`src/hw/rtl/bsm_pkg.sv`:
```
// Shared types and constants for the bitmap set membership engine.
// No dependencies; imported by the control, top level and checker files.
package bsm_pkg;

   localparam int OPCODE_W   = 3;
   localparam int VALUE_W    = 32;
   localparam int STATUS_W   = 3;
   localparam int COUNT_W    = 21;
   localparam int LIMIT_W    = 20;
   localparam int CSR_IDX_W  = 1;
   localparam int REQ_DATA_W = 40;   // opcode + member_value, padded to whole bytes
   localparam int RSP_DATA_W = 32;   // status + is_member + member_total + dirty_flag

   // bitmap word width: a power of two and a multiple of eight
   localparam int WORD_BITS  = 32;

   localparam logic [LIMIT_W-1:0] LIMIT_RESET = {LIMIT_W{1'b1}};

   // Configuration register indexes
   localparam logic [CSR_IDX_W-1:0] CSR_MAX_VALUE = 1'b0;
   localparam logic [CSR_IDX_W-1:0] CSR_READ_ONLY = 1'b1;

   typedef enum logic [OPCODE_W-1:0] {
      OP_TEST     = 3'd0,
      OP_ADD      = 3'd1,
      OP_REMOVE   = 3'd2,
      OP_CLEAR    = 3'd3,
      OP_COUNT    = 3'd4,
      OP_VALIDATE = 3'd5
   } opcode_type;

   typedef enum logic [STATUS_W-1:0] {
      STATUS_OK        = 3'd0,
      STATUS_ADDED     = 3'd1,
      STATUS_PRESENT   = 3'd2,
      STATUS_REMOVED   = 3'd3,
      STATUS_NOT_FOUND = 3'd4,
      STATUS_READ_ONLY = 3'd5,
      STATUS_INVALID   = 3'd6,
      STATUS_CORRUPT   = 3'd7
   } status_type;

   typedef struct packed {
      logic [LIMIT_W-1:0] max_value;
      logic               read_only;
   } cfg_type;

   typedef struct packed {
      status_type         status;
      logic               is_member;
      logic [COUNT_W-1:0] member_total;
      logic               dirty_flag;
   } result_type;

endpackage

```
`src/hw/rtl/bsm_ctrl.sv`:
```
// Sequencer of the membership engine: single-bit read-modify-write, clear and
// validate sweeps over the bitmap RAM, member count and dirty mark. Uses bsm_pkg.
module bsm_ctrl import bsm_pkg::*; #(
   parameter int DOMAIN_BITS = 1048576,
   localparam int NWORDS = (DOMAIN_BITS + WORD_BITS - 1) / WORD_BITS,
   localparam int ADDR_W = (NWORDS > 1) ? $clog2(NWORDS) : 1
) (
   input  logic                 clock,
   input  logic                 reset,
   input  cfg_type              cfg,
   input  logic                 req_valid,
   output logic                 req_ready,
   input  logic [OPCODE_W-1:0]  req_opcode,
   input  logic [VALUE_W-1:0]   req_value,
   output logic                 mem_we,
   output logic [ADDR_W-1:0]    mem_waddr,
   output logic [WORD_BITS-1:0] mem_wdata,
   output logic                 mem_re,
   output logic [ADDR_W-1:0]    mem_raddr,
   input  logic [WORD_BITS-1:0] mem_rdata,
   output logic                 res_valid,
   input  logic                 res_ready,
   output result_type           res
);

   // WORD_BITS is a power of two and a multiple of eight
   localparam int BIT_W   = $clog2(WORD_BITS);
   localparam int NBYTES  = WORD_BITS / 8;
   localparam int WSUM_W  = $clog2(WORD_BITS + 1);
   localparam int TOT_W   = $clog2(DOMAIN_BITS + 1);
   localparam int CMP_W   = (TOT_W > COUNT_W) ? TOT_W : COUNT_W;
   localparam int LIM_CAP = DOMAIN_BITS - 1;
   localparam logic [ADDR_W-1:0] LAST_ADDR = ADDR_W'(NWORDS - 1);

   typedef enum logic [2:0] {
      ST_INIT,
      ST_IDLE,
      ST_MODIFY,
      ST_CLEAR,
      ST_SCAN,
      ST_DRAIN
   } state_type;

   function automatic logic [3:0] pop8(input logic [7:0] b);
      logic [3:0] n;
      n = '0;
      for (int i = 0; i < 8; i++) begin
         n = n + 4'(b[i]);
      end
      return n;
   endfunction

   state_type            state_ff, state_in;
   opcode_type           op_ff, op_in;
   logic                 ok_ff, ok_in;
   logic [BIT_W-1:0]     bsel_ff, bsel_in;
   logic [ADDR_W-1:0]    widx_ff, widx_in;
   logic [ADDR_W-1:0]    ptr_ff, ptr_in;
   logic [COUNT_W-1:0]   count_ff, count_in;
   logic                 mark_ff, mark_in;
   logic                 res_vld_ff, res_vld_in;
   result_type           res_ff, res_in;
   logic [TOT_W-1:0]     total_ff, total_in;
   logic                 rd_pend_ff;
   logic                 pop_vld_ff;
   logic [3:0]           byte_cnt_ff [NBYTES];
   logic [WSUM_W-1:0]    wsum;

   logic [VALUE_W-1:0]   limit;
   logic                 num_ok;
   logic [ADDR_W-1:0]    req_widx;
   logic                 present;
   logic [WORD_BITS-1:0] bit_mask;
   status_type           status;
   logic                 member;

   // Effective limit: configured maximum capped at the top of the domain
   always_comb begin
      if (VALUE_W'(LIM_CAP) < VALUE_W'(cfg.max_value)) begin
         limit = VALUE_W'(LIM_CAP);
      end else begin
         limit = VALUE_W'(cfg.max_value);
      end
      num_ok   = (req_value <= limit);
      req_widx = ADDR_W'(req_value >> BIT_W);
   end

   always_comb begin
      wsum = '0;
      for (int i = 0; i < NBYTES; i++) begin
         wsum = wsum + WSUM_W'(byte_cnt_ff[i]);
      end
   end

   assign present  = mem_rdata[bsel_ff];
   assign bit_mask = WORD_BITS'(1) << bsel_ff;

   always_comb begin
      state_in   = state_ff;
      op_in      = op_ff;
      ok_in      = ok_ff;
      bsel_in    = bsel_ff;
      widx_in    = widx_ff;
      ptr_in     = ptr_ff;
      count_in   = count_ff;
      mark_in    = mark_ff;
      res_vld_in = res_vld_ff && !res_ready;
      res_in     = res_ff;
      total_in   = pop_vld_ff ? (total_ff + TOT_W'(wsum)) : total_ff;
      mem_we     = 1'b0;
      mem_waddr  = ptr_ff;
      mem_wdata  = '0;
      mem_re     = 1'b0;
      mem_raddr  = req_widx;
      req_ready  = 1'b0;
      status     = STATUS_OK;
      member     = 1'b0;

      unique case (state_ff)
         ST_INIT: begin
            // zero one word per cycle after reset
            mem_we = 1'b1;
            if (ptr_ff == LAST_ADDR) begin
               ptr_in   = '0;
               state_in = ST_IDLE;
            end else begin
               ptr_in = ptr_ff + ADDR_W'(1);
            end
         end
         ST_IDLE: begin
            req_ready = !res_vld_ff || res_ready;
            if (req_valid && req_ready) begin
               op_in    = opcode_type'(req_opcode);
               ok_in    = num_ok;
               bsel_in  = req_value[BIT_W-1:0];
               widx_in  = req_widx;
               total_in = '0;
               mem_re   = 1'b1;
               if (opcode_type'(req_opcode) == OP_CLEAR && !cfg.read_only) begin
                  state_in = ST_CLEAR;
               end else if (opcode_type'(req_opcode) == OP_VALIDATE) begin
                  state_in = ST_SCAN;
               end else begin
                  state_in = ST_MODIFY;
               end
            end
         end
         ST_MODIFY: begin
            // word of the addressed number is on mem_rdata now
            mem_waddr = widx_ff;
            case (op_ff)
               OP_TEST: begin
                  if (!ok_ff) begin
                     status = STATUS_INVALID;
                  end else begin
                     member = present;
                  end
               end
               OP_ADD: begin
                  if (cfg.read_only) begin
                     status = STATUS_READ_ONLY;
                  end else if (!ok_ff) begin
                     status = STATUS_INVALID;
                  end else if (present) begin
                     status = STATUS_PRESENT;
                  end else begin
                     mem_we    = 1'b1;
                     mem_wdata = mem_rdata | bit_mask;
                     count_in  = count_ff + COUNT_W'(1);
                     mark_in   = 1'b1;
                     status    = STATUS_ADDED;
                  end
               end
               OP_REMOVE: begin
                  if (cfg.read_only) begin
                     status = STATUS_READ_ONLY;
                  end else if (!ok_ff) begin
                     status = STATUS_INVALID;
                  end else if (!present) begin
                     status = STATUS_NOT_FOUND;
                  end else begin
                     mem_we    = 1'b1;
                     mem_wdata = mem_rdata & ~bit_mask;
                     count_in  = count_ff - COUNT_W'(1);
                     mark_in   = 1'b1;
                     status    = STATUS_REMOVED;
                  end
               end
               OP_CLEAR: begin
                  // only reaches here when refused
                  status = STATUS_READ_ONLY;
               end
               default: begin
                  status = STATUS_OK;
               end
            endcase
            res_in     = '{status, member, count_in, mark_in};
            res_vld_in = 1'b1;
            state_in   = ST_IDLE;
         end
         ST_CLEAR: begin
            mem_we = 1'b1;
            if (ptr_ff == LAST_ADDR) begin
               ptr_in     = '0;
               count_in   = '0;
               mark_in    = 1'b1;
               res_in     = '{STATUS_OK, 1'b0, '0, 1'b1};
               res_vld_in = 1'b1;
               state_in   = ST_IDLE;
            end else begin
               ptr_in = ptr_ff + ADDR_W'(1);
            end
         end
         ST_SCAN: begin
            mem_re    = 1'b1;
            mem_raddr = ptr_ff;
            if (ptr_ff == LAST_ADDR) begin
               ptr_in   = '0;
               state_in = ST_DRAIN;
            end else begin
               ptr_in = ptr_ff + ADDR_W'(1);
            end
         end
         ST_DRAIN: begin
            // wait for the popcount pipeline to empty, then compare
            if (!rd_pend_ff && !pop_vld_ff) begin
               if (CMP_W'(count_ff) > CMP_W'(DOMAIN_BITS) ||
                   CMP_W'(total_ff) != CMP_W'(count_ff)) begin
                  status = STATUS_CORRUPT;
               end
               res_in     = '{status, 1'b0, count_ff, mark_ff};
               res_vld_in = 1'b1;
               state_in   = ST_IDLE;
            end
         end
         default: begin
            state_in = ST_IDLE;
         end
      endcase
   end

   always_ff @(posedge clock) begin
      if (reset) begin
         state_ff   <= ST_INIT;
         ptr_ff     <= '0;
         count_ff   <= '0;
         mark_ff    <= 1'b0;
         res_vld_ff <= 1'b0;
         rd_pend_ff <= 1'b0;
         pop_vld_ff <= 1'b0;
      end else begin
         state_ff   <= state_in;
         ptr_ff     <= ptr_in;
         count_ff   <= count_in;
         mark_ff    <= mark_in;
         res_vld_ff <= res_vld_in;
         rd_pend_ff <= (state_ff == ST_SCAN);
         pop_vld_ff <= rd_pend_ff;
      end
      op_ff    <= op_in;
      ok_ff    <= ok_in;
      bsel_ff  <= bsel_in;
      widx_ff  <= widx_in;
      res_ff   <= res_in;
      total_ff <= total_in;
   end

   // Validate pipeline, first stage: per-byte popcount of the returned word
   always_ff @(posedge clock) begin
      if (rd_pend_ff) begin
         for (int i = 0; i < NBYTES; i++) begin
            byte_cnt_ff[i] <= pop8(mem_rdata[8*i +: 8]);
         end
      end
   end

   assign res_valid = res_vld_ff;
   assign res       = res_ff;

endmodule

```
`config.mk`:
```
export PLATFORM = sky130hd
export DESIGN_NAME = bsm_ctrl
export DESIGN_NICKNAME = d
export VERILOG_FILES = /design/src/hw/rtl/bsm_pkg.sv /design/src/hw/rtl/bsm_ctrl.sv
export SDC_FILE = /design/constraint.sdc
export NUM_CORES = 1
export LEC_CHECK = 0
export BUFFER_PORTS_ARGS = -buffer_cell sky130_fd_sc_hd__clkbuf_2
export CORE_ASPECT_RATIO = 2
export CORE_MARGIN = 1.5
export CORE_UTILIZATION = 60
export DETAILED_ROUTE_END_ITERATION = 12
export GPL_ROUTABILITY_DRIVEN = 0
export PLACE_DENSITY = 0.9
export SYNTH_ARGS = -nofsm -noshare
export SYNTH_HDL_FRONTEND = slang
export SYNTH_SLANG_ARGS = --single-unit
```
`constraint.sdc`:
```
create_clock -name clock -period 9.2 [get_ports clock]
set_input_delay 0.46 -clock clock [delete_from_list [all_inputs] [get_ports clock]]
set_output_delay 0.46 -clock clock [all_outputs]
set_load 0.03 [all_outputs]
```
==> impl_metrics.toml <==
[synth]
syn_avg_cell_area_um2 = 8.39
yosysWarnings = 0
synth_fp_nets = 1318
synth_area_mm2 = 0.00967
synth_cell_types = 64
yosysTopAreaCellShare = 0.205
synthArstFlopShare = 0
ys_ff_latch = 130
synth_area_leaders = "edfxtp_1 (20%), dfxtp_1 (13%), ha_1 (6.0%)"
synth_ff_type = "edfxtp_1"
synth-edff-count = 66
synth_area_leader_cell = "edfxtp_1"
synthCells = 1153
ys_seq_area_frac = 0.338

[setup_path]
critPathMaxStageDelay_ns = 1.02
path_depth = 7
arrival_ns = 4.68
r2r.worst_path.cells = 15
worstPathMaxFanout = 25
slowest_stage = "edfxtp_1"
r2r-start = "total_ff[1]$_DFF_P_"
criticalPathCategory = "flip-flop to output port"
crit_chain = "mux4_2, o211ai_1, and4_1, nand3_1, or3_1, a21oi_1, clkbuf_2"
ff2ff_setup_slack_ns = 4.52
timing.critical_path.buf_inv = 1
reg2reg_to = "total_ff[17]$_DFF_P_"
end_kind = "output port"
cp_top_family = "simple AND/OR/NAND/NOR gates"
worst_setup_path_start_kind = "flip-flop"
cp_data_required_time_ns = 8.74

[detailed_routing]
wl_per_cell_um = 20.1
first_pass_iters = 6
vias = 9625
drc = 0
drtAntennaViolNets = 0
wl_um = 30400
routed_via_density = 6.37
drtIter0Drc = 815

[timing]
fin_worst_skew_ns = 0.0125
slew_violations = 0
fin_tns_setup_ns = 0
min_period_ns = 5.14
relSlewSlack = 0.241
rsz0062_at_grt = "no"
setup_viol = 0
final_hold_viol_count = 0
max_freq_mhz = 195
fin_crit_sh = 0.558
worstMarginPinSlew_ns = 1.13
setup_slack_ns = 4.06

[final_layout]
layout-drive-gt1-share = 0.201
area_growth_pct = 15.8
layout_common_cells = "clkbuf_2 (183), nand2_1 (124), inv_1 (110)"
layout_commonest_cell = "clkbuf_2"
diodes = 0
num-nets-final = 1463

[global_route]
track_usage = 0.369
antenna_found_initial = 0
grt-ovfl-total = 0
grt_pass1_vias = 9553
grt_busiest_layer = "met2"
met1_usage = 0.351
grt_use_met3 = 0.0779
grt_max_degree = 46
met2_usage = 0.660
grt_pass1_wl_um = 48000

[clocking]
cts.sinks = 130
cts_buffers = 17
cts_resized = 0
cts_buffer_depth = 2
insertion_delay_ns = 0.43
cts_tree = "yes"
cts.root.buffer_cell = "clkbuf_16"
clk_pin_slew_ns = 0.06
htree_levels = 4
ctsHoldBuffers = 0
cts_setup_buffers = 0

[pwr]
power_density_mw_per_mm2 = 170
power.leakage_nw = 4.86
vdd_drop_max_uv = 149

[place]
place_ws_ns = 4.64
dp_hpwl_um = 22100
port_buffers = 183

[floorplanning]
fp.dieW_um = 92.8
die_h_um = 183
start_util = 0.613
rows = 65
core-area_mm2 = 0.0158
dieArea_mm2 = 0.0169
ioPinCount = 184

[run_status]
status = "complete, no violations"

[worst_hold_path]
hold_end = "bsel_ff[2]$_DFFE_PP_"
hold_class = "primary input to flip-flop"
hold_path_depth = 1
hold_path.startpoint = "req_value[2]"

[job]
drv_cap = 0
-- state kept, by name, summed over array words and instances, names as in the netlist --
register,cells
pop_vld_ff,1
res,26
count_ff,21
mark_ff,1
total_ff,21
op_ff,3
state_ff,3
ok_ff,1
res_valid,1
rd_pend_ff,1
ptr_ff,15
byte_cnt_ff,16
bsel_ff,5
widx_ff,15
-- synthesized netlist by cell type, types with 7 or more instances --
master,number
a21o_1,8
a21oi_1,68
a2bb2oi_1,8
a31oi_1,12
and2_1,16
and3_1,12
and4_1,7
clkbuf_1,56
dfxtp_1,64
edfxtp_1,66
fa_1,27
ha_1,46
inv_1,110
mux2_2,20
mux2i_1,37
nand2_1,124
nand2b_1,10
nand3_1,45
nand4_1,23
nor2_1,107
nor2b_1,18
nor3_1,37
nor4_1,11
o211ai_1,8
o21a_1,9
o21ai_0,39
o31ai_1,8
or3_1,38
xnor2_1,32
xor2_1,14
-- per-layer routing --
| metal | up-vias | wire length (µm) | part of all wire |
|---|---|---|---|
| met5 | - | 0 | 0 |
| met4 | 0 | 2720 | 0.089 |
| met3 | 210 | 2690 | 0.088 |
| met2 | 653 | 15900 | 0.52 |
| met1 | 4430 | 9150 | 0.30 |
| li1 | 4332 | - | - |
-- logic make-up after synthesis --
| logic type | synth area share |
|---|---|
| compound gates | 0.122 |
| fa+ha+maj | 0.116 |
| xor+xnor | 0.0417 |
| mux | 0.0663 |
| flops | 0.338 |
| buf+inv | 0.0695 |
| simple gates | 0.246 |
-- per-stage QoR --
step	utilization	instances	cell area, µm²	total power [mW]	hold WS [ns]
6_report	0.709	1512	11200	1.90	0.228
2_1_floorplan	-	1153	9670	1.08	0.451
3_5_place_dp	0.675	1480	10600	1.24	0.496
3_3_place_gp	0.675	1480	10600	1.20	0.456
4_1_cts	0.709	1512	11200	1.89	0.210
5_1_grt	0.709	1512	11200	2.00	0.221
-- cell type report --
type	instances	area [µm²]
Multi-Input combinational cell	848	5750
Tap cell	201	251
Clock inverter	15	119
Sequential cell	130	3260
Clock buffer	17	425
Timing Repair Buffer	191	976
Inverter	110	413
Fill cell	1212	4580
-- worst max-delay path by stage --
stage                                      end  slack [ns]                 start
after global placement           mem_wdata[19]        4.74  bsel_ff[1]$_DFFE_PP_
after CTS                        mem_wdata[19]        4.15  bsel_ff[1]$_DFFE_PP_
after floorplan           total_ff[11]$_DFF_P_        5.22   total_ff[1]$_DFF_P_
after detailed placement         mem_wdata[19]        4.64  bsel_ff[1]$_DFFE_PP_
final                            mem_wdata[19]        4.06  bsel_ff[1]$_DFFE_PP_
after global routing             mem_wdata[19]        3.87  bsel_ff[1]$_DFFE_PP_
-- power by group --
group / leakage (nW) / internal [mW] / switching, mW / total, mW
Clock: 0.275 / 0.352 / 0.289 / 0.641
Combinational: 3.47 / 0.228 / 0.340 / 0.569
Sequential: 1.11 / 0.644 / 0.0471 / 0.691
No activity file was read; power rests on OpenSTA's default activity.
